`config.mk`:
```
export PLATFORM = sky130hd
export DESIGN_NAME = transfer_source_picker_core
export DESIGN_NICKNAME = d
export VERILOG_FILES = /design/src/hw/rtl/tsp_pkg.sv /design/src/hw/rtl/tsp_est.sv /design/src/hw/rtl/tsp_rank.sv /design/src/hw/rtl/transfer_source_picker_core.sv
export SDC_FILE = /design/constraint.sdc
export NUM_CORES = 2
export LEC_CHECK = 0
export ABC_AREA = 1
export BUFFER_PORTS_ARGS = -buffer_cell sky130_fd_sc_hd__buf_2
export CELL_PAD_IN_SITES_DETAIL_PLACEMENT = 1
export CELL_PAD_IN_SITES_GLOBAL_PLACEMENT = 1
export CORE_MARGIN = 8
export CORE_UTILIZATION = 50
export DETAILED_ROUTE_END_ITERATION = 8
export PLACE_DENSITY_LB_ADDON = 0.12
export REMOVE_ABC_BUFFERS = 1
export SYNTH_ARGS = -nofsm -noshare
export SYNTH_HDL_FRONTEND = slang
export SYNTH_SLANG_ARGS = --single-unit
```
`constraint.sdc`:
```
create_clock -name clk_i -period 15.7 [get_ports clk_i]
set_input_delay 3.925 -clock clk_i [delete_from_list [all_inputs] [get_ports clk_i]]
set_output_delay 3.925 -clock clk_i [all_outputs]
set_load 0.005 [all_outputs]
```
`src/hw/rtl/tsp_pkg.sv`:
```
`timescale 1ns / 1ps

package tsp_pkg;

  // Fixed widths of the descriptor fields.
  localparam int unsigned TimeW  = 64;
  localparam int unsigned IndexW = 4;

  // Scale factors and saturation value.
  localparam logic [TimeW-1:0] ALL_ONES  = '1;
  localparam logic [TimeW-1:0] NS_PER_S  = 64'd1000000000;
  localparam logic [TimeW-1:0] NS_PER_US = 64'd1000;

  // Largest operands whose scaled product still fits in 64 bits.
  localparam logic [TimeW-1:0] XFER_LIMIT = ALL_ONES / NS_PER_S;
  localparam logic [TimeW-1:0] LAT_LIMIT  = ALL_ONES / NS_PER_US;

  // Bit positions of the highest set bit of each scale factor.
  localparam logic [5:0] NS_PER_S_TOP  = 6'd29;
  localparam logic [5:0] NS_PER_US_TOP = 6'd9;

  // Reason codes carried in each result word.
  localparam logic [1:0] REASON_INELIGIBLE = 2'd0;
  localparam logic [1:0] REASON_UNKNOWN    = 2'd1;
  localparam logic [1:0] REASON_NORMAL     = 2'd2;

  // Estimator result toward the top level.
  typedef struct packed {
    logic             done;
    logic [TimeW-1:0] est_time;
  } est_result_t;

  // Ranking status toward the top level, indices already cut to the port width.
  typedef struct packed {
    logic              found;
    logic [IndexW-1:0] chosen_index;
    logic              has_fallback;
    logic [IndexW-1:0] fallback_index;
  } rank_status_t;

endpackage

```
`src/hw/rtl/tsp_est.sv`:
```
`timescale 1ns / 1ps

// Completion-time estimator built around one 65-bit adder/subtractor.
// The adder serves a shift-add multiply by 1e9, a restoring divide by the
// throughput, a shift-add multiply by 1000 and the final saturating sum.
module tsp_est (
  input  logic                      clk_i,
  input  logic                      rst_ni,
  input  logic                      start_i,
  input  logic [63:0]               rate_i,
  input  logic [63:0]               lat_i,
  input  logic [63:0]               bytes_i,
  output tsp_pkg::est_result_t      result_o
);

  typedef enum logic [2:0] {
    ST_IDLE,
    ST_MUL_X,
    ST_DIV,
    ST_MUL_L,
    ST_SUM
  } state_e;

  state_e      state_q, state_d;
  logic [5:0]  cnt_q, cnt_d;
  logic [63:0] acc_q, acc_d;
  logic [63:0] rem_q, rem_d;
  logic [63:0] rate_q, rate_d;
  logic [63:0] lat_q, lat_d;
  logic [63:0] bytes_q, bytes_d;
  logic        lsat_q, lsat_d;
  logic        done_q, done_d;
  logic [63:0] res_q, res_d;

  // Shared adder operands.
  logic [64:0] op_a;
  logic [64:0] op_b;
  logic        sub;
  logic [65:0] sum;

  // Operand selection for the shared adder.
  always_comb begin
    op_a = '0;
    op_b = '0;
    sub  = 1'b0;
    case (state_q)
      ST_MUL_X: begin
        op_a = {1'b0, acc_q[62:0], 1'b0};
        op_b = tsp_pkg::NS_PER_S[cnt_q] ? {1'b0, bytes_q} : '0;
      end
      ST_DIV: begin
        op_a = {rem_q, acc_q[63]};
        op_b = {1'b0, rate_q};
        sub  = 1'b1;
      end
      ST_MUL_L: begin
        op_a = {1'b0, rem_q[62:0], 1'b0};
        op_b = tsp_pkg::NS_PER_US[cnt_q] ? {1'b0, lat_q} : '0;
      end
      ST_SUM: begin
        op_a = {1'b0, acc_q};
        op_b = {1'b0, rem_q};
      end
      default: begin
        op_a = '0;
        op_b = '0;
      end
    endcase
  end

  assign sum = {1'b0, op_a} + {1'b0, (sub ? ~op_b : op_b)} + {65'd0, sub};

  // Sequencer.
  always_comb begin
    state_d = state_q;
    cnt_d   = cnt_q;
    acc_d   = acc_q;
    rem_d   = rem_q;
    rate_d  = rate_q;
    lat_d   = lat_q;
    bytes_d = bytes_q;
    lsat_d  = lsat_q;
    done_d  = 1'b0;
    res_d   = res_q;
    case (state_q)
      ST_IDLE: begin
        if (start_i) begin
          rate_d  = rate_i;
          lat_d   = lat_i;
          bytes_d = bytes_i;
          lsat_d  = (lat_i > tsp_pkg::LAT_LIMIT);
          rem_d   = '0;
          if (bytes_i > tsp_pkg::XFER_LIMIT) begin
            // The transfer term saturates, so the divide is skipped.
            acc_d = tsp_pkg::ALL_ONES;
            if (lat_i > tsp_pkg::LAT_LIMIT) begin
              state_d = ST_SUM;
            end else begin
              cnt_d   = tsp_pkg::NS_PER_US_TOP;
              state_d = ST_MUL_L;
            end
          end else begin
            acc_d   = '0;
            cnt_d   = tsp_pkg::NS_PER_S_TOP;
            state_d = ST_MUL_X;
          end
        end
      end
      ST_MUL_X: begin
        acc_d = sum[63:0];
        if (cnt_q == '0) begin
          cnt_d   = 6'd63;
          rem_d   = '0;
          state_d = ST_DIV;
        end else begin
          cnt_d = cnt_q - 6'd1;
        end
      end
      ST_DIV: begin
        // One quotient bit per cycle; the remainder stays below the divisor.
        acc_d = {acc_q[62:0], sum[65]};
        rem_d = sum[65] ? sum[63:0] : op_a[63:0];
        if (cnt_q == '0) begin
          rem_d = '0;
          if (lsat_q) begin
            state_d = ST_SUM;
          end else begin
            cnt_d   = tsp_pkg::NS_PER_US_TOP;
            state_d = ST_MUL_L;
          end
        end else begin
          cnt_d = cnt_q - 6'd1;
        end
      end
      ST_MUL_L: begin
        rem_d = sum[63:0];
        if (cnt_q == '0) begin
          state_d = ST_SUM;
        end else begin
          cnt_d = cnt_q - 6'd1;
        end
      end
      ST_SUM: begin
        res_d   = (lsat_q || sum[64]) ? tsp_pkg::ALL_ONES : sum[63:0];
        done_d  = 1'b1;
        state_d = ST_IDLE;
      end
      default: begin
        state_d = ST_IDLE;
      end
    endcase
  end

  // State and registered outputs.
  always_ff @(posedge clk_i or negedge rst_ni) begin
    if (!rst_ni) begin
      state_q <= ST_IDLE;
      cnt_q   <= '0;
      done_q  <= 1'b0;
    end else begin
      state_q <= state_d;
      cnt_q   <= cnt_d;
      done_q  <= done_d;
    end
  end

  // Datapath registers.
  always_ff @(posedge clk_i) begin
    acc_q   <= acc_d;
    rem_q   <= rem_d;
    rate_q  <= rate_d;
    lat_q   <= lat_d;
    bytes_q <= bytes_d;
    lsat_q  <= lsat_d;
    res_q   <= res_d;
  end

  assign result_o.done     = done_q;
  assign result_o.est_time = res_q;

endmodule

```
`src/hw/rtl/tsp_rank.sv`:
```
`timescale 1ns / 1ps

// Keeps the best and second-best eligible sources, ordered by estimate,
// then key, then position.
module tsp_rank #(
  parameter int unsigned PosW = 4,
  parameter int unsigned KeyW = 32
) (
  input  logic                  clk_i,
  input  logic                  rst_ni,
  input  logic                  upd_i,
  input  logic                  clr_i,
  input  logic [63:0]           time_i,
  input  logic [KeyW-1:0]       key_i,
  input  logic [PosW-1:0]       pos_i,
  output tsp_pkg::rank_status_t status_o
);

  logic                  best_valid_q, best_valid_d;
  logic                  second_valid_q, second_valid_d;
  logic [63:0]           best_time_q, best_time_d;
  logic [KeyW-1:0]       best_key_q, best_key_d;
  logic [PosW-1:0]       best_pos_q, best_pos_d;
  logic [63:0]           second_time_q, second_time_d;
  logic [KeyW-1:0]       second_key_q, second_key_d;
  logic [PosW-1:0]       second_pos_q, second_pos_d;
  logic                  before_best;
  logic                  before_second;
  logic [7:0]            best_pos_ext;
  logic [7:0]            second_pos_ext;

  // Lexicographic compares of the new entry against both kept entries.
  assign before_best   = {time_i, key_i, pos_i} < {best_time_q, best_key_q, best_pos_q};
  assign before_second = {time_i, key_i, pos_i} < {second_time_q, second_key_q, second_pos_q};

  // Insertion into the two-entry ranking.
  always_comb begin
    best_valid_d   = best_valid_q;
    second_valid_d = second_valid_q;
    best_time_d    = best_time_q;
    best_key_d     = best_key_q;
    best_pos_d     = best_pos_q;
    second_time_d  = second_time_q;
    second_key_d   = second_key_q;
    second_pos_d   = second_pos_q;
    if (clr_i) begin
      best_valid_d   = 1'b0;
      second_valid_d = 1'b0;
    end else if (upd_i) begin
      if (!best_valid_q) begin
        best_valid_d = 1'b1;
        best_time_d  = time_i;
        best_key_d   = key_i;
        best_pos_d   = pos_i;
      end else if (before_best) begin
        second_valid_d = 1'b1;
        second_time_d  = best_time_q;
        second_key_d   = best_key_q;
        second_pos_d   = best_pos_q;
        best_time_d    = time_i;
        best_key_d     = key_i;
        best_pos_d     = pos_i;
      end else if (!second_valid_q || before_second) begin
        second_valid_d = 1'b1;
        second_time_d  = time_i;
        second_key_d   = key_i;
        second_pos_d   = pos_i;
      end
    end
  end

  always_ff @(posedge clk_i or negedge rst_ni) begin
    if (!rst_ni) begin
      best_valid_q   <= 1'b0;
      second_valid_q <= 1'b0;
    end else begin
      best_valid_q   <= best_valid_d;
      second_valid_q <= second_valid_d;
    end
  end

  always_ff @(posedge clk_i) begin
    best_time_q   <= best_time_d;
    best_key_q    <= best_key_d;
    best_pos_q    <= best_pos_d;
    second_time_q <= second_time_d;
    second_key_q  <= second_key_d;
    second_pos_q  <= second_pos_d;
  end

  // Positions are cut to the width of the index ports.
  assign best_pos_ext   = 8'(best_pos_q);
  assign second_pos_ext = 8'(second_pos_q);

  assign status_o.found          = best_valid_q;
  assign status_o.chosen_index   = best_valid_q ? best_pos_ext[3:0] : '0;
  assign status_o.has_fallback   = second_valid_q;
  assign status_o.fallback_index = second_valid_q ? second_pos_ext[3:0] : '0;

endmodule

```
`src/hw/rtl/transfer_source_picker_core.sv`:
```
`timescale 1ns / 1ps

// Transfer source picker.
// The input channel (in_valid_i / in_stall_o) carries one source descriptor
// per word; the output channel (out_valid_o / out_stall_i) returns one
// result word per descriptor, in order. A word moves when valid is high and
// stall is low. The word marked last_source_i also reports the best and the
// second-best eligible source of the list, and then the ranking is cleared.
// For an eligible source with known throughput the shared 65-bit adder
// runs the multiply by 1e9, the divide by the throughput, the multiply by
// 1000 and the final sum in turn; the handoff, the ranking and the output
// load follow. A transfer size too large for the multiply skips multiply
// and divide (and the multiply by 1000 too when the latency term
// saturates); unknown throughput skips the estimate, and an ineligible
// source skips the estimate and the ranking.
// One descriptor is in work at a time.
// The output register holds a finished word while out_stall_i is high; the
// next descriptor is taken meanwhile and waits for the slot when it is done.
// Reset clears the position counter, the ranking and the output valid.
module transfer_source_picker_core #(
  parameter int unsigned MAX_SOURCES = 16,
  parameter int unsigned KEY_BITS    = 32
) (
  input  logic        clk_i,
  input  logic        rst_ni,
  input  logic        in_valid_i,
  output logic        in_stall_o,
  input  logic        available_i,
  input  logic        exact_reads_i,
  input  logic        has_handle_i,
  input  logic [63:0] throughput_i,
  input  logic [63:0] latency_us_i,
  input  logic [31:0] source_key_i,
  input  logic [63:0] xfer_bytes_i,
  input  logic        last_source_i,
  output logic        out_valid_o,
  input  logic        out_stall_i,
  output logic [3:0]  item_index_o,
  output logic        eligible_o,
  output logic [1:0]  reason_code_o,
  output logic [63:0] estimated_time_o,
  output logic        last_result_o,
  output logic        found_o,
  output logic [3:0]  chosen_index_o,
  output logic        has_fallback_o,
  output logic [3:0]  fallback_index_o
);

  localparam int unsigned PosW = (MAX_SOURCES > 1) ? $clog2(MAX_SOURCES) : 1;
  localparam int unsigned KeyW = (KEY_BITS < 32) ? KEY_BITS : 32;
  localparam logic [PosW-1:0] PosMax = PosW'(MAX_SOURCES - 1);

  typedef enum logic [1:0] {
    ST_IDLE,
    ST_EST,
    ST_RANK,
    ST_OUT
  } state_e;

  state_e          state_q, state_d;
  logic [PosW-1:0] count_q, count_d;
  logic            ok_q, ok_d;
  logic            last_q, last_d;
  logic [PosW-1:0] pos_q, pos_d;
  logic [KeyW-1:0] key_q, key_d;
  logic [63:0]     time_q, time_d;
  logic [1:0]      reason_q, reason_d;
  logic            out_valid_q, out_valid_d;
  logic [3:0]      out_index_q;
  logic            out_ok_q;
  logic [1:0]      out_reason_q;
  logic [63:0]     out_time_q;
  logic            out_last_q;
  logic            out_found_q;
  logic [3:0]      out_chosen_q;
  logic            out_has_fb_q;
  logic [3:0]      out_fb_q;

  logic                   accept;
  logic                   ok_in;
  logic                   est_start;
  logic                   rank_upd;
  logic                   load;
  logic [7:0]             pos_ext;
  tsp_pkg::est_result_t   est_res;
  tsp_pkg::rank_status_t  rank_st;

  assign in_stall_o = (state_q != ST_IDLE);
  assign accept     = in_valid_i && !in_stall_o;
  assign ok_in      = available_i && exact_reads_i && has_handle_i;
  assign est_start  = accept && ok_in && (throughput_i != '0);
  assign rank_upd   = (state_q == ST_RANK);
  assign load       = (state_q == ST_OUT) && (!out_valid_q || !out_stall_i);

  tsp_est u_est (
    .clk_i    (clk_i),
    .rst_ni   (rst_ni),
    .start_i  (est_start),
    .rate_i   (throughput_i),
    .lat_i    (latency_us_i),
    .bytes_i  (xfer_bytes_i),
    .result_o (est_res)
  );

  tsp_rank #(
    .PosW (PosW),
    .KeyW (KeyW)
  ) u_rank (
    .clk_i    (clk_i),
    .rst_ni   (rst_ni),
    .upd_i    (rank_upd),
    .clr_i    (load && last_q),
    .time_i   (time_q),
    .key_i    (key_q),
    .pos_i    (pos_q),
    .status_o (rank_st)
  );

  // Item sequencing.
  always_comb begin
    state_d  = state_q;
    count_d  = count_q;
    ok_d     = ok_q;
    last_d   = last_q;
    pos_d    = pos_q;
    key_d    = key_q;
    time_d   = time_q;
    reason_d = reason_q;
    case (state_q)
      ST_IDLE: begin
        if (accept) begin
          ok_d     = ok_in;
          last_d   = last_source_i;
          pos_d    = count_q;
          key_d    = source_key_i[KeyW-1:0];
          time_d   = tsp_pkg::ALL_ONES;
          reason_d = tsp_pkg::REASON_INELIGIBLE;
          if (last_source_i) begin
            count_d = '0;
          end else if (count_q != PosMax) begin
            count_d = count_q + PosW'(1);
          end
          if (!ok_in) begin
            state_d = ST_OUT;
          end else if (throughput_i == '0) begin
            reason_d = tsp_pkg::REASON_UNKNOWN;
            state_d  = ST_RANK;
          end else begin
            reason_d = tsp_pkg::REASON_NORMAL;
            state_d  = ST_EST;
          end
        end
      end
      ST_EST: begin
        if (est_res.done) begin
          time_d  = est_res.est_time;
          state_d = ST_RANK;
        end
      end
      ST_RANK: begin
        state_d = ST_OUT;
      end
      ST_OUT: begin
        if (load) begin
          state_d = ST_IDLE;
        end
      end
      default: begin
        state_d = ST_IDLE;
      end
    endcase
  end

  // The output word stays until the receiver takes it.
  always_comb begin
    if (load) begin
      out_valid_d = 1'b1;
    end else if (out_stall_i) begin
      out_valid_d = out_valid_q;
    end else begin
      out_valid_d = 1'b0;
    end
  end

  always_ff @(posedge clk_i or negedge rst_ni) begin
    if (!rst_ni) begin
      state_q     <= ST_IDLE;
      count_q     <= '0;
      out_valid_q <= 1'b0;
    end else begin
      state_q     <= state_d;
      count_q     <= count_d;
      out_valid_q <= out_valid_d;
    end
  end

  always_ff @(posedge clk_i) begin
    ok_q     <= ok_d;
    last_q   <= last_d;
    pos_q    <= pos_d;
    key_q    <= key_d;
    time_q   <= time_d;
    reason_q <= reason_d;
  end

  // Output register fields.
  assign pos_ext = 8'(pos_q);

  always_ff @(posedge clk_i) begin
    if (load) begin
      out_index_q  <= pos_ext[3:0];
      out_ok_q     <= ok_q;
      out_reason_q <= reason_q;
      out_time_q   <= time_q;
      out_last_q   <= last_q;
      out_found_q  <= last_q && rank_st.found;
      out_chosen_q <= last_q ? rank_st.chosen_index : '0;
      out_has_fb_q <= last_q && rank_st.has_fallback;
      out_fb_q     <= last_q ? rank_st.fallback_index : '0;
    end
  end

  assign out_valid_o      = out_valid_q;
  assign item_index_o     = out_index_q;
  assign eligible_o       = out_ok_q;
  assign reason_code_o    = out_reason_q;
  assign estimated_time_o = out_time_q;
  assign last_result_o    = out_last_q;
  assign found_o          = out_found_q;
  assign chosen_index_o   = out_chosen_q;
  assign has_fallback_o   = out_has_fb_q;
  assign fallback_index_o = out_fb_q;

endmodule

```
**After elaboration in Yosys (flattened, before gate mapping)**

Memories as Yosys holds them, arrays and structs flattened.
Index checks and enable logic that the tools add are counted.
Widths: inputs -> output; s select.

- $add $sub $neg: 4
- Order comparisons: 5
- Eq/ne operators: 20
- Muxes and demuxes: 66
- Bitwise gates (word level): 2
- Reductions and logical operators: 44

Operators with widths:

| cell | count |
|---|---|
| $mux 64 | 14 |
| $pmux 65 s4 | 2 |
| $pmux 64 s4 | 1 |
| $lt 100x100->1 | 2 |
| $pmux 64 s3 | 1 |
| $mux 32 | 4 |
| $pmux 64 s2 | 1 |
| $add 65x65->66 | 1 |
| $add 66x1->66 | 1 |
| $mux 65 | 1 |
| $not 65->65 | 1 |
| $gt 64x35->1 const B | 1 |
| $gt 64x55->1 const B | 1 |
| $logic_not 64->1 | 1 |
| $reduce_bool 64->1 | 1 |
| $mux 6 | 7 |
| $mux 4 | 6 |
| $pmux 6 s4 | 1 |
| $mux 3 | 7 |
| $reduce_and 3->1 | 6 |
| $mux 1 | 13 |
| $mux 2 | 6 |
| $pmux 3 s4 | 1 |
| $reduce_bool 2->1 | 6 |
| 25 further kinds | 55 |

- Register bits: 790
- ROM bits: 128
- Bits of input ports: 232
- Output and inout port bits: 84
- Word-level logic and storage cells: 179
- Memories: 2

Memory list:

| name | depth | bits a word | read ports | clocked after Yosys merged registers in | write ports | line | text |
|---|---|---|---|---|---|---|---|
| (no name shown) | 64 | 1 | 1 | 0 | 0 | tsp_est.sv:49 | `op_b = tsp_pkg::NS_PER_S[cnt_q] ? {1'b0, bytes_q} : '0;` |
| (no name shown) | 64 | 1 | 1 | 0 | 0 | tsp_est.sv:58 | `op_b = tsp_pkg::NS_PER_US[cnt_q] ? {1'b0, lat_q} : '0;` |

**Depth between registers and ports, before layout**

- Depth after elaboration: 11
- Gate-level depth with buffers: 29
- Depth with buffers taken out: 29

**Modules after synthesis**

From an unflattened synthesis, not the netlist that was laid out.

- Cells, all modules: 4406
- Area, all modules: 43232.7 µm²

By module, submodules not included:

| module | times used | cells each | area each (µm²) | seq. area each (µm²) |
|---|---|---|---|---|
| tsp_est | 1 | 2656 | 23357.4 | 11811.3 |
| tsp_rank | 1 | 1347 | 13033.8 | 6055.8 |
| transfer_source_picker_core | 1 | 403 | 6841.6 | 5760.5 |

**Least setup slack after synthesis**

Ideal clock, no wire load.

- Path kind: input port to flip-flop
- Start: in in_valid_i
- End: reg u_est.bytes_q[0] (enable)
- Setup time: 0.750 ns
- Arrival: 13.075 ns
- Data required time: 14.950 ns
- Slack: 1.875 ns
- Stages on the path: 4
- Buffers on the path: 0
- Path through: nand2_1 inv_1 nand2_1 nor2_1

- Word-level cells in the longest chain between the ends: 4

Ends and longest elaborated chain:

| item | line | text |
|---|---|---|
| from (decl) | transfer_source_picker_core.sv:26 | `input logic in_valid_i,` |
| $logic_and 1x1->1 | transfer_source_picker_core.sv:89 | `assign accept = in_valid_i && !in_stall_o;` |
| $logic_and 1x1->1 (2 in series) | transfer_source_picker_core.sv:91 | `assign est_start = accept && ok_in && (throughput_i != '0);` |
| $reduce_and 2->1 (no source line) | -- |  |
| to (signal assigned) | tsp_est.sv:173 | `bytes_q <= bytes_d;` |
| to (decl) | tsp_est.sv:30 | `logic [63:0] bytes_q, bytes_d;` |

Every way passes these cells.
A chain may end at the register's enable or synchronous reset.

**Worst setup path after layout**

- Start: reg u_est.state_q[0]
- End: reg u_est.rem_q[52], data pin

- Word-level cells in the longest chain between the ends: 9
- Elaborated cells on any way between the ends: 15
- Classes of those cells: add/sub (2); eq/ne (4); mux (7); bitwise (1); reduce/logical (1)

Ends and longest elaborated chain:

| item | line | text |
|---|---|---|
| from (decl) | tsp_est.sv:24 | `state_e state_q, state_d;` |
| from (signal assigned) | tsp_est.sv:161 | `state_q <= state_d;` |
| $eq 3x3->1, or another cell as far along | tsp_est.sv:46 | `case (state_q)` |
| $pmux 65 s4 | tsp_est.sv:46 |  |
| $not 65->65 | tsp_est.sv:71 | `assign sum = {1'b0, op_a} + {1'b0, (sub ? ~op_b : op_b)} + {65'd0, sub};` |
| $mux 65 | tsp_est.sv:71 |  |
| $add 65x65->66 | tsp_est.sv:71 |  |
| $add 66x1->66 | tsp_est.sv:71 |  |
| $mux 64 | tsp_est.sv:122 | `rem_d = sum[65] ? sum[63:0] : op_a[63:0];` |
| $mux 64 | tsp_est.sv:123 | `if (cnt_q == '0) begin` |
| $pmux 64 s4 (*) | tsp_est.sv:85 | `case (state_q)` |
| named net u_est.rem_d[52] | tsp_est.sv:27 | `logic [63:0] rem_q, rem_d;` |
| to (signal assigned) | tsp_est.sv:170 | `rem_q <= rem_d;` |
| to (decl) | tsp_est.sv:27 |  |

The timed path passes the listed nets; every way through them passes the cells marked *.

==> results.md <==
Route:
- Dividing the detail-routed wire length by the instance count gives 23.6 um.
- The detailed-route wire length on metal 1 is 57.4 mm.
- The met3 wirelength from detailed routing is 7.22 mm.
- The detailed router's first-iteration violation count is 2463.
- The detail route stage leaves a number of antenna-violating nets equal to 0.
- For this run, design rule violations remaining after detail routing come to 0.
- The met2 wire length is ~63 mm.
- The vias after detailed routing is 32661.
- The highest layer touched by signal routing is met5.
- The first TritonRoute pass finished after 5 iterations.
- The final wirelength is approximately 130 mm.
- In the routed layout, each cell is associated on average with a via count of approximately 5.9.

Placement:
- The cell area after placement is 44600 um2.
- Routability-driven placement finished with a final weighted congestion of between 0.9 and 1.
- The wire-length estimate of the detail-placed layout is 97.5 mm.
- Including well taps, the total number of placed cells is 5425.
- Buffers placed on the I/O ports in this run total 315.

Global route:
- Entering global routing, the biggest net connects approximately 170 pins.
- The via count of the first global-routing pass is 34289.
- The number of antenna violations at the first check in global routing is 3.
- The total global routing track utilization is 0.276.
- The first-pass GRT wire length is 203 mm.
- Summed over all layers, the global routing overflow is 0.

Logic synthesis:
- The area share of the largest cell type after synthesis is 0.552.
- After synthesis, the most frequently instantiated cells are nand2_1, edfxtp_1, inv_1.
- Ranked by total cell area, the synthesized netlist is headed by edfxtp_1, ha_1, nand2_1, inv_1, a21oi_1.
- In this run the mean area of a mapped cell was 10.1 um2.
- The primary flip-flop cell chosen by synthesis mapping is edfxtp_1.
- Yosys mapped a number of flops with a built-in enable equal to just under 800.
- After synthesis the netlist holds a flip-flop and latch count of between 700 and 800.
- Among all cell types in the netlist, the one instantiated most often is nand2_1.
- The fraction of registers with async set or reset after synthesis is 0.0241.
- The Yosys step of the flow raised 0 warnings.
- The sequential-to-total area share from yosys stat is 0.563.
- The distinct cell type count after synthesis is 61.
- The gate count of the mapped netlist is 4142.
- The synthesized design spends more area on one cell type than any other, namely edfxtp_1.
- The synthesized netlist occupies a cell area of 42000 um2.

Hold path:
- The hold path depth is 0.
- The worst hold path terminates at eligible_o$_DFFE_PP_.
- The origin of the worst min-delay path is ok_q$_DFFE_PP_.
- The class of the worst hold path is reg -> reg.

Critical path:
- Data on the critical path arrives at its endpoint at 8.81 ns.
- The data required time at the worst endpoint is 16.14 ns.
- The cell depth of the worst flop-to-flop path is 21.
- The signal on the critical path passes through nor2_2 > nand2_4 > inv_4 > buf_4 > buf_4 > a32oi_1 > nand3_1 > nor2_1 > a21oi_1 > ha_1 > a21oi_1 > inv_1 > a31oi_1 > o21ai_0 > nand2_1 > o2111ai_1 > nor2_1 > nand3_4 > nor2_4 > inv_2 > o21ai_0.
- The launch point of the worst reg-to-reg path is u_est.state_q[0]$_DFFE_PN0P_.
- In this run the worst setup path begins at u_est.state_q[0]$_DFFE_PN0P_.
- The worst register-to-register path has a setup slack of 7.33 ns.
- The peak per-stage delay on the critical path is around 0.87 ns.
- The element type at the critical path start is a flop.
- The startpoint-to-endpoint class of the critical path is reg -> reg.
- The slowest stage of the critical path is the nor2_4 cell.
- Of all nets on the critical path, the largest fanout is 67.
- The critical path endpoint category is a flop.
- The endpoint identified for the worst register-to-register timing path is u_est.rem_q[52]$_DFFE_PP_.

Timing:
- For the final routed database, the setup TNS stands at 0 ns.
- The max-slew violation count came to 0.
- Counting I/O delays and the setup requirement, the final critical path takes ~8.4 ns.
- At the pin with the least slew margin, the transition time is 1.15 ns.
- The setup skew after layout is 0.0317 ns.
- Setup violations remaining at the end of the flow were counted as 0.
- The worst pin sits at a relative slew slack of 0.225.
- Setup repair after global routing left no endpoint under its margin.
- The worst hold margin is about 0.42 ns.
- The upper clock frequency limit is 0.120 GHz.
- The post-route fraction of the period consumed by the critical path is 0.533.
- The number of hold violations in the final report is 0.

Floorplanning:
- The initial utilization of the core area, before any placement, comes to 0.503.
- The floorplan step defined a die boundary enclosing 93500 um2.
- The area of the core is ~83000 um2.
- In this run the horizontal extent of the chip is 306 um.
- The floorplan has between 100 and 150 rows.
- The die boundary height is between 300 and 400 um.
- In this run the count of I/O pins placed on the die edge is 316.

Power:
- The cell area power density is 213 nW/um2.
- The sum of internal, switching and leakage power is 10.1 mW.
- The static leakage is roughly 19 nW.
- Of the total power, the clock network draws 0.197.
- The cell internal power dissipation is 5.66 mW.
- The sequential group share of total power is 0.357.
- The net switching fraction of the power is 0.437.
- For this design the total switching power over the nets is 4.40 mW.
- The power share of the combinational group is 0.445.
- The worst-case vdd ir drop is 0.140 mV.

CTS:
- After clock tree synthesis, the setup repair step added 0 buffers.
- In this run the clock root is driven by a clkbuf_16.
- The number of levels the H-tree was split into is 3.
- The clock tree buffer depth is 3.
- The CTS buffer count is 87.
- After clock tree synthesis, the repair step resized 0 gates.
- Clock latency on the worst-skew pair, taken at its later pin, is 0.67 ns.
- TritonCTS built the clock tree.
- Clock-pin slew was measured on the worst setup and hold paths at 0.06 ns.
- The hold buffer count at cts is 0.
- The clock net sink count is 790.

Status:
- The flow ran to the end, and the final reports show no timing, DRC or antenna violations.

Layout:
- The multi-input combinational cells in the finished layout cover a total of 15800 um2.
- The final-stage net count is 4938.
- The register cell area after layout is 23600 um2.
- The layout cell share with drive strength beyond 1 is 0.132.
- The finished cells cover 47300 um2.
- Compared with the post-synthesis result, the final layout area differs by 12.8%.
- The filler-free cell count of the finished design is 5580.
- Counting the fill cells in the layout gives 9200.

Flow run:
- Across the run, the number of max-cap violations was 0.
## registers in the layout, indices dropped and copies added, names as in the netlist, 6 cells and up
| signal | count |
|---|---|
| estimated_time_o | 64 |
| u_rank.second_key_q | 32 |
| u_est.res_q | 64 |
| u_rank.second_time_q | 64 |
| key_q | 32 |
| u_est.cnt_q | 6 |
| u_est.rate_q | 64 |
| u_rank.best_time_q | 64 |
| time_q | 64 |
| u_rank.best_key_q | 32 |
| u_est.lat_q | 64 |
| u_est.acc_q | 64 |
| u_est.rem_q | 64 |
| u_est.bytes_q | 64 |
## power groups by stage
stage               Combinational [mW]  Clock, mW  Sequential (mW)
finish                            4.48       1.99             3.59
global route                      4.94       2.08             3.65
CTS                               4.46       2.02             3.59
detailed placement                4.41          0             3.63
global placement                  4.21          0             3.60
floorplan                         2.86          0             3.58
## cell families after synthesis
| logic type | synth area share |
|---|---|
| AO/OA/AOI/OAI | 0.128 |
| flip-flops | 0.563 |
| adder cells (fa/ha/maj) | 0.0813 |
| buffers and inverters | 0.0631 |
| XOR/XNOR | 0.0117 |
| AND/OR/NAND/NOR | 0.153 |
## through the flow
step | worst slack, ns | util
finish | 7.33 | 0.567
global route | 7.04 | 0.567
CTS | 7.53 | 0.567
detailed placement | 7.57 | 0.535
global placement | 7.70 | 0.535
floorplan | 1.88 | -
## cell usage in the layout, fill, tap and decap left out, types with 8 or more instances in the layout
master,synthesis,layout
nand2_1,808,807
edfxtp_1,771,771
inv_1,528,525
buf_2,6,315
a21oi_1,284,281
ha_1,271,271
nor2_1,255,251
o21ai_0,218,218
nand3_1,195,194
clkbuf_16,0,87
or2_2,67,67
o211ai_1,66,66
nand4_1,51,51
a31oi_1,39,39
nor4_1,37,37
a311oi_1,36,36
xor2_1,35,35
nor3_1,33,33
o221ai_1,33,33
buf_4,6,30
clkbuf_1,104,27
o22ai_2,24,24
o21a_1,23,23
o21bai_1,22,22
a221oi_1,22,22
xnor2_1,21,21
dfrtp_1,19,19
a21o_1,17,17
o22ai_1,15,15
clkinv_1,1,13
a32oi_1,11,11
clkinv_2,0,11
o21ai_1,10,10
a211oi_1,9,9
o2111ai_1,9,9
inv_2,8,8
nor2_4,4,8
and3_1,8,8
## worst max-delay path, delay by kind of cell (launching register included)
family	cells	cell delay, ns
adders and majority gates	1	0.31
DFF	1	0.46
buffers and inverters	5	2.74
AOI/OAI and AO/OA	7	1.44
and+or+nand+nor	8	3.02
## layout make-up
type / instances / share of cell area
Antenna cell: 1 / 0.0000529
Clock buffer: 117 / 0.0490
Clock inverter: 37 / 0.00857
Tap cell: 1080 / 0.0286
Inverter: 538 / 0.0429
Timing Repair Buffer: 346 / 0.0385
Sequential cell: 790 / 0.499
Multi-Input combinational cell: 2671 / 0.333
## worst max-delay path by stage
| stage | slack (ns) | endpoint |
|---|---|---|
| final | 7.33 | u_est.rem_q[52]$_DFFE_PP_ |
| after global routing | 7.04 | u_est.rem_q[52]$_DFFE_PP_ |
| after CTS | 7.53 | u_est.rem_q[52]$_DFFE_PP_ |
| after detailed placement | 7.57 | u_est.rate_q[60]$_DFFE_PP_ |
| after global placement | 7.70 | u_est.rate_q[60]$_DFFE_PP_ |
| after floorplan | 1.88 | u_est.bytes_q[0]$_DFFE_PP_ |
## routing by layer
layer / vias up / track usage
li1: 15215 / -
met1: 16143 / 0.371
met2: 1060 / 0.460
met3: 239 / 0.0363
met4: 4 / 0.0933
met5: - / 0
Power figures use the tool's default switching activity.
